File: config.mk
export PLATFORM = sky130hd
export DESIGN_NAME = swl_div
export DESIGN_NICKNAME = d
export VERILOG_FILES = /design/src/rtl/swl_pkg.sv /design/src/rtl/swl_div.sv
export VERILOG_INCLUDE_DIRS = /design/src /design/src/rtl
export SDC_FILE = /design/constraint.sdc
export NUM_CORES = 1
export LEC_CHECK = 0
export ABC_AREA = 1
export BUFFER_PORTS_ARGS = -buffer_cell sky130_fd_sc_hd__buf_4
export CORE_MARGIN = 3
export CORE_UTILIZATION = 38
export CTS_BUF_LIST = sky130_fd_sc_hd__clkbuf_4 sky130_fd_sc_hd__clkbuf_8
export DETAILED_ROUTE_END_ITERATION = 8
export SYNTH_ARGS = -nofsm -noshare
export SYNTH_HDL_FRONTEND = slang
export SYNTH_SLANG_ARGS = --single-unit
File: constraint.sdc
create_clock -name clock -period 4.64 [get_ports clock]
set_input_delay 0 -clock clock [delete_from_list [all_inputs] [get_ports clock]]
set_output_delay 0 -clock clock [all_outputs]
set_load 0.005 [all_outputs]
File: src/rtl/assert_macros.svh
// Assertion macros shared by the RTL modules.
`ifndef ASSERT_MACROS_SVH
`define ASSERT_MACROS_SVH
`ifndef NO_ASSERTIONS
`define ASSERT_CLK(lbl, prop) \
   lbl: assert property (@(posedge clock) disable iff (reset) prop) \
      else $error("assertion failed");
`define ASSERT_NEVER(lbl, expr) \
   lbl: assert property (@(posedge clock) disable iff (reset) !(expr)) \
      else $error("forbidden condition");
`else
`define ASSERT_CLK(lbl, prop)
`define ASSERT_NEVER(lbl, expr)
`endif
`endif

File: src/rtl/swl_pkg.sv
// Constants and types for the sliding window lane search.
package swl_pkg;
   localparam int IMG_WIDTH   = 640;
   localparam int IMG_HEIGHT  = 480;
   localparam int MAX_POINTS  = 60;
   localparam int X_W         = 10;
   localparam int Y_W         = 9;
   localparam int CFG_W       = 9;
   localparam int STORE_DEPTH = IMG_WIDTH * IMG_HEIGHT;
   localparam int ADDR_W      = $clog2(STORE_DEPTH);
   localparam int CNT_W       = $clog2(STORE_DEPTH + 1);
   localparam int SUM_W       = $clog2(STORE_DEPTH * (IMG_WIDTH - 1) + 1);
   localparam int N_W         = $clog2(MAX_POINTS);
   localparam int STEP_W      = $clog2(X_W);

   localparam logic FUNC_LOAD   = 1'b0;
   localparam logic FUNC_SEARCH = 1'b1;

   localparam logic CSR_WINDOW_WIDTH  = 1'b0;
   localparam logic CSR_WINDOW_HEIGHT = 1'b1;

   typedef struct packed {
      logic busy;
      logic done;
   } div_stat_type;
endpackage

File: src/rtl/swl_div.sv
// Restoring divider, one quotient bit per cycle, for the column mean.
`include "assert_macros.svh"
module swl_div (
   input  logic                        clock,
   input  logic                        reset,
   input  logic                        start,
   input  logic [swl_pkg::SUM_W-1:0]   dividend,
   input  logic [swl_pkg::CNT_W-1:0]   divisor,
   output swl_pkg::div_stat_type       stat,
   output logic [swl_pkg::X_W-1:0]     quotient
);
   localparam int TW = swl_pkg::SUM_W + swl_pkg::X_W;

   logic                         busy_ff, busy_in;
   logic                         done_ff, done_in;
   logic [swl_pkg::STEP_W-1:0]   step_ff, step_in;
   logic [swl_pkg::SUM_W-1:0]    rem_ff, rem_in;
   logic [swl_pkg::X_W-1:0]      q_ff, q_in;
   logic [TW-1:0]                trial;

   assign trial = TW'(divisor) << step_ff;

   always_comb begin
      busy_in = busy_ff;
      done_in = 1'b0;
      step_in = step_ff;
      rem_in  = rem_ff;
      q_in    = q_ff;
      if (start) begin
         busy_in = 1'b1;
         step_in = swl_pkg::STEP_W'(swl_pkg::X_W - 1);
         rem_in  = dividend;
         q_in    = '0;
      end else if (busy_ff) begin
         if (TW'(rem_ff) >= trial) begin
            rem_in        = rem_ff - swl_pkg::SUM_W'(trial);
            q_in[step_ff] = 1'b1;
         end
         if (step_ff == '0) begin
            busy_in = 1'b0;
            done_in = 1'b1;
         end else begin
            step_in = step_ff - 1'b1;
         end
      end
   end

   always_ff @(posedge clock) begin
      if (reset) begin
         busy_ff <= 1'b0;
         done_ff <= 1'b0;
      end else begin
         busy_ff <= busy_in;
         done_ff <= done_in;
      end
      step_ff <= step_in;
      rem_ff  <= rem_in;
      q_ff    <= q_in;
   end

   assign stat.busy = busy_ff;
   assign stat.done = done_ff;
   assign quotient  = q_ff;

   `ASSERT_CLK(a_done_pulse, done_ff |=> !done_ff)
   `ASSERT_NEVER(a_start_busy, start && busy_ff)
   `ASSERT_CLK(a_start_runs, start |=> busy_ff)
endmodule
==> flow_summary.ini, run 1 <==
[cts]
clockBufferDepth = 2
cts_buffers = 5
path_clk_slew_ns = 0.09
cts_sinks = 44
cts_root_buf = clkbuf_8
cts_tree = built
clk_latency_ns = 0.32
htreeDepth = 2

[worst_setup_path]
path_cells = buf_4 > nand2_1 > nand2_1 > o21ai_0 > o21ai_0 > o21ai_0 > ha_1 > nand2_2 > nor2_2 > nand2_1 > nor2_1 > nand2_1 > nand3_1 > nand4_1 > nand3_2 > nand2_1 > nand2_1 > buf_4
r2r_slack_ns = 0.46
cp_num_buf_inv = 2
critical_path.most_common_cell = nand2_1
cp-start-kind = flop
critical_path_class = flop to flop
cp_data_arrival_time_ns = 4.18
critPathTopFamily = simple AND/OR/NAND/NOR gates
required_ns = 4.64
crit_path_end_kind = flop
cp_slowest_cell = dfxtp_1
crit_start = step_ff[0]$_SDFFE_PP1P_
r2r_start = step_ff[0]$_SDFFE_PP1P_
cp_max_fo = 20
r2r-end = rem_ff[6]$_DFFE_PP_
critical_path_depth = 18
crit_end = rem_ff[6]$_DFFE_PP_
ff2ff_path_depth = 18
slowest_delay_ns = 0.72

[logic_synthesis]
synth_cell_type_count = 44
yosysTopAreaCell = edfxtp_1
synthFlopType = edfxtp_1
yosys-top-cells-area = edfxtp_1 18%, nand2_1 17%, ha_1 8.6%
async_flop_share_pct = 0
netlist_instances = 720
synth_warnings = 0
yosysTopAreaCellShare_pct = 18.14
syn-num-nets = 803
synth-seq-cells = 44
synth-edff-count = 28
syn_area_per_cell_um2 = 6.437
syn_area_mm2 = 0.004634
yosysSeqAreaShare_pct = 25.05

[sta]
period_share_pct = 90.17
setup_violations = 0
tns_ns = 0
drv_slew = 0
post-route-min-period_ns = 4.184
finalHoldViolations = 0
finalClockSkew_ns = 0.01779
tightestPinTransition_ns = 0.9394
fmax_mhz = 239.0
slew-limit-headroom_pct = 37.30
rsz0062_at_grt = false

[global_route]
grt-ovfl-total = 0
grt_max_degree = 52
grt_pass1_vias = 4510
antenna_found_initial = 0
grt_usage_pct = 20.55
grt_pass1_wl_um = 22330

[power_and_ir_drop]
leakagePower_nw = 2.573
p_per_area_mw_per_mm2 = 403.4
peakVddDrop_mv = 0.1495

[hold_path]
hold_depth = 3
hold_path.class = input pin to flop

[routing]
top_layer_used = met4
wire_per_inst_um = 14.70
firstDrtPassIters = 5
ant_nets = 0
wl_met2_um = 6153
drc = 0
wl_met3_um = 759
wl_um = 13760
drt_iter0_drc = 468
met1Wirelength_um = 6614
vias_per_cell = 5.179
vias = 4848

[finish]
area_growth_pct = 19.36
n_antenna_cell = 0
fin_nets = 875
regArea_mm2 = 0.001161
drive_gt1_share_pct = 16.52
finalInstanceArea_mm2 = 0.005532
fillers = 1224
layout.core_utilization_pct = 47.43
multiInputGateArea_mm2 = 0.003022
layout.cells.non_filler = 936

[floorplanning]
io_pins = 62
die_h_um = 116.4
fp.dieW_um = 116.4
initial_core_util_pct = 39.74
std_cell_rows = 39
die-area_mm2 = 0.01356
core_area_mm2 = 0.01166

[place]
port_buffers = 61
dp.cells = 903
placed_cell_area_mm2 = 0.005160
hpwlAfterDp_um = 10730
place.gp.congestion = 0.9306

[run_status]
status = finished clean

[flow_run]
maxCapViolCount = 0
## registers in the layout, summed over array words and instances (netlist names)
register,count
busy_ff,1
done_ff,1
quotient,10
rem_ff,28
step_ff,4
## through the flow
step           power, mW  worst slack (ns)  hold WS [ns]
2_1_floorplan      1.541            0.9304       0.06907
3_3_place_gp       1.851            0.6053        0.1699
3_5_place_dp       1.862            0.5432        0.1720
4_1_cts            2.215            0.5201      0.009327
5_1_grt            2.432           0.09338       0.01987
6_report           2.231            0.4562       0.01458
## final cells by class
type	count	share of cell area (%)
clock buffer	6	1.493
clock inverter	2	0.7012
inverter	76	5.202
multi-input combinational	572	54.63
sequential	44	20.99
tap	143	3.235
timing repair buffer	93	13.75
## synthesized netlist by cell type, types with 3 or more instances
cell type / instances
or2_2: 14
nor3_1: 10
ha_1: 32
a22oi_1: 4
a21oi_2: 9
nand4_1: 8
nor2_2: 4
a31oi_1: 5
edfxtp_1: 28
mux2i_1: 6
nand3_1: 57
dfxtp_1: 16
buf_4: 3
o21ai_1: 3
o21ai_0: 67
buf_6: 4
a21oi_1: 37
xor2_1: 5
nand3_2: 11
nand2_2: 7
nand2_1: 215
clkbuf_1: 10
buf_2: 6
buf_1: 4
nor2_1: 59
inv_2: 5
inv_1: 70
## placed cells by master (no fill, tap or decap), types with 25 or more instances in the layout
cell type | Yosys | final
nand2_1 | 215 | 215
inv_1 | 70 | 70
buf_4 | 3 | 68
o21ai_0 | 67 | 67
nor2_1 | 59 | 59
nand3_1 | 57 | 57
a21oi_1 | 37 | 37
ha_1 | 32 | 32
edfxtp_1 | 28 | 28
dlygate4sd3_1 | 0 | 25
## kinds of logic after synthesis
group           synth area share [%]
compound gates                 16.25
xor+xnor                       1.323
fa+ha+maj                      9.071
buf+inv                        9.746
flops                          25.05
mux                            1.296
simple gates                   37.26
## what timing repair did
action,in CTS,in global routing
buffers inserted,0,0
hold endpoints to repair,26,0
hold buffers,25,0
gates resized for setup,0,0
## worst reg2reg max path: cells and delay by family, from the launching register on
family	cells	cell delay (ns)
AND/OR/NAND/NOR	12	1.39
AO/OA/AOI/OAI	3	0.75
flip-flops	1	0.72
adder cells (fa/ha/maj)	1	0.44
buffers and inverters	2	0.57
## routing by layer
layer / track usage [%] / vias to the layer above
li1: - / 2527
met1: 29.79 / 2171
met2: 32.34 / 134
met3: 2.902 / 16
met4: 4.795 / 0
met5: 0 / -
## how the worst min path moves through the flow
stage	startpoint	end	slack, ns
after floorplan	reset	busy_ff$_SDFF_PP0_	0.07
after global placement	reset	busy_ff$_SDFF_PP0_	0.17
after detailed placement	reset	busy_ff$_SDFF_PP0_	0.17
after CTS	dividend[22]	rem_ff[22]$_DFFE_PP_	0.009
after global routing	dividend[22]	rem_ff[22]$_DFFE_PP_	0.02
final	dividend[6]	rem_ff[6]$_DFFE_PP_	0.01
## power breakdown
group / internal [mW] / leakage [nW] / switching (mW)
Combinational: 0.481 / 2.10 / 0.855
Sequential: 0.522 / 0.409 / 0.0368
Clock: 0.177 / 0.0614 / 0.159
Total: 1.18 / 2.57 / 1.05
(Power assumes the default switching activity.)
==> run 2, diff against run 1 <==
--- a/config.mk
+++ b/config.mk
@@ -8,10 +8,14 @@
 export LEC_CHECK = 0
 export ABC_AREA = 1
 export BUFFER_PORTS_ARGS = -buffer_cell sky130_fd_sc_hd__buf_4
+export CELL_PAD_IN_SITES_DETAIL_PLACEMENT = 1
+export CELL_PAD_IN_SITES_GLOBAL_PLACEMENT = 2
 export CORE_MARGIN = 3
-export CORE_UTILIZATION = 38
+export CORE_UTILIZATION = 33
 export CTS_BUF_LIST = sky130_fd_sc_hd__clkbuf_4 sky130_fd_sc_hd__clkbuf_8
 export DETAILED_ROUTE_END_ITERATION = 8
+export PLACE_DENSITY_LB_ADDON = 0.1
+export RECOVER_POWER = 100
 export SYNTH_ARGS = -nofsm -noshare
 export SYNTH_HDL_FRONTEND = slang
 export SYNTH_SLANG_ARGS = --single-unit
==> run 2 against run 1 <==
  * Sequential power is 0.9% higher
  * Design area shrank 0.34%
  * Largest cell class unchanged
  * Clock power decreased by 3%
  * Clock skew decreased by 0.0021 ns
  * Register-to-register slack improved by 0.10 ns
  * Utilization is 6.6 points lower
  * Clock-buffer cell count is 1 lower
  * Maximum frequency grew 2.5%
  * Die area increased by 14%
  * Setup slack gained 0.10 ns
  * Via count is 1.3% higher
==> flow_summary.ini, run 2 (synthesis results as in run 1) <==
[finish]
area_growth_pct = 18.95
multiInputGateArea_mm2 = 0.002980
regArea_mm2 = 0.001162
fillers = 1798
layout.core_utilization_pct = 40.82
finalInstanceArea_mm2 = 0.005513
layout.cells.non_filler = 968
layout_common_cells = 216 x nand2_1, 71 x inv_1, 69 x o21ai_0
drive_gt1_share_pct = 14.77
fin_nets = 874
n_antenna_cell = 0
layout_commonest_cell = nand2_1
top_register = rem_ff
largest_reg_flops = 28

[worst_setup_path]
crit_start = step_ff[0]$_SDFFE_PP1P_
cp_data_arrival_time_ns = 4.09
critical_path_class = flop to flop
crit_path_end_kind = flop
critical_path.most_common_cell = nand2_1
cp_max_fo = 28
slowest_delay_ns = 0.56
cp_slowest_cell = dfxtp_2
r2r_start = step_ff[0]$_SDFFE_PP1P_
path_cells = buf_4 > nand2_1 > nand3_1 > o21ai_0 > o21ai_0 > a22oi_1 > ha_1 > nand2_1 > inv_1 > nand2_1 > nand2_1 > nand2_1 > nand2_1 > nand2_1 > nand3_1 > nand4_1 > nand3_2 > nand2_1 > nand2_1 > buf_6
cp-start-kind = flop
required_ns = 4.65

[floorplanning]
initial_core_util_pct = 34.32
core_area_mm2 = 0.01351
std_cell_rows = 42
die_h_um = 124.5
io_pins = 62
die-area_mm2 = 0.01550
fp.dieW_um = 124.5

[cts]
clockBufferDepth = 2
cts_tree = built
clk_latency_ns = 0.34
path_clk_slew_ns = 0.10
cts_sinks = 44
cts_buffers = 5
cts_root_buf = clkbuf_8
htreeDepth = 2

[power_and_ir_drop]
p_per_area_mw_per_mm2 = 407.7
finalPower_mw = 2.248
peakVddDrop_mv = 0.1780
leakagePower_nw = 2.549

[routing]
wire_per_inst_um = 16.25
wl_um = 15730
drt_iter0_drc = 280
vias = 4911
vias_per_cell = 5.073
ant_nets = 0
drc = 0
firstDrtPassIters = 5

[place]
placed_cell_area_mm2 = 0.005186
dp.cells = 934
hpwlAfterDp_um = 12390
place.gp.congestion = 0.8474
preCtsSetupSlack_ns = 0.2162
port_buffers = 61

[global_route]
grt-ovfl-total = 0
grt_usage_pct = 20.21
grt_pass1_wl_um = 25480
grt_pass1_vias = 4948
antenna_found_initial = 0
grt_max_degree = 52

[sta]
tns_ns = 0
rsz0062_at_grt = false
slew-limit-headroom_pct = 33.77
fmax_mhz = 245.0
finalHoldViolations = 0
fin_ws_ns = 0.5586
post-route-min-period_ns = 4.081
period_share_pct = 87.96
tightestPinTransition_ns = 0.9924
setup_violations = 0
hold_slack_ns = 0.02182
finalClockSkew_ns = 0.01565
drv_slew = 0

[flow_run]
maxCapViolCount = 0

[hold_path]
hold_path.class = input pin to flop
hp-start = dividend[6]

[run_status]
status = finished clean
-- run 2: repair_timing --
item	CTS	global route
buffers inserted	0	0
hold buffers	26	0
resized for setup	0	2
setup endpoints to repair	0	28
endpoints found under the hold margin	27	0
-- run 2: area by class of cell --
| type | count | area share (%) |
|---|---|---|
| Multi-Input combinational cell | 572 | 54.06 |
| Inverter | 76 | 5.220 |
| Clock buffer | 5 | 1.248 |
| Clock inverter | 3 | 0.7490 |
| Sequential cell | 44 | 21.08 |
| Timing Repair Buffer | 92 | 13.64 |
| Tap cell | 176 | 3.995 |
-- run 2: path summary, 6_finish.rpt --
kind | slack [ns] | depth (start not counted) | endpoint
min | 0.02 | 3 | rem_ff[6]$_DFFE_PP_
min reg2reg | 0.46 | 2 | quotient[9]$_SDFFE_PP0P_
max | 0.56 | 20 | rem_ff[15]$_DFFE_PP_
max reg2reg | 0.56 | 20 | rem_ff[15]$_DFFE_PP_
-- run 2: worst max-delay path, delay by kind of cell, from the launching register on --
family	cells	cell delay (ns)
and+or+nand+nor	13	1.33
AOI/OAI and AO/OA	3	0.74
buffers and inverters	3	0.63
DFF	1	0.56
adders and majority gates	1	0.43
-- run 2: metal layers --
metal | GRT usage [%] | wire length (um) | share of wire, % | up-vias
met5 | 0 | 0 | 0 | -
met4 | 4.900 | 227 | 1.4 | 0
met3 | 2.873 | 567 | 3.6 | 16
met2 | 33.33 | 7268 | 46 | 81
met1 | 27.87 | 7667 | 49 | 2284
li1 | - | - | - | 2530
-- run 2: report_power, final --
group	leakage [nW]	switching (mW)	internal (mW)
Sequential	0.409	0.0415	0.523
Combinational	2.08	0.878	0.479
Clock	0.0585	0.166	0.160
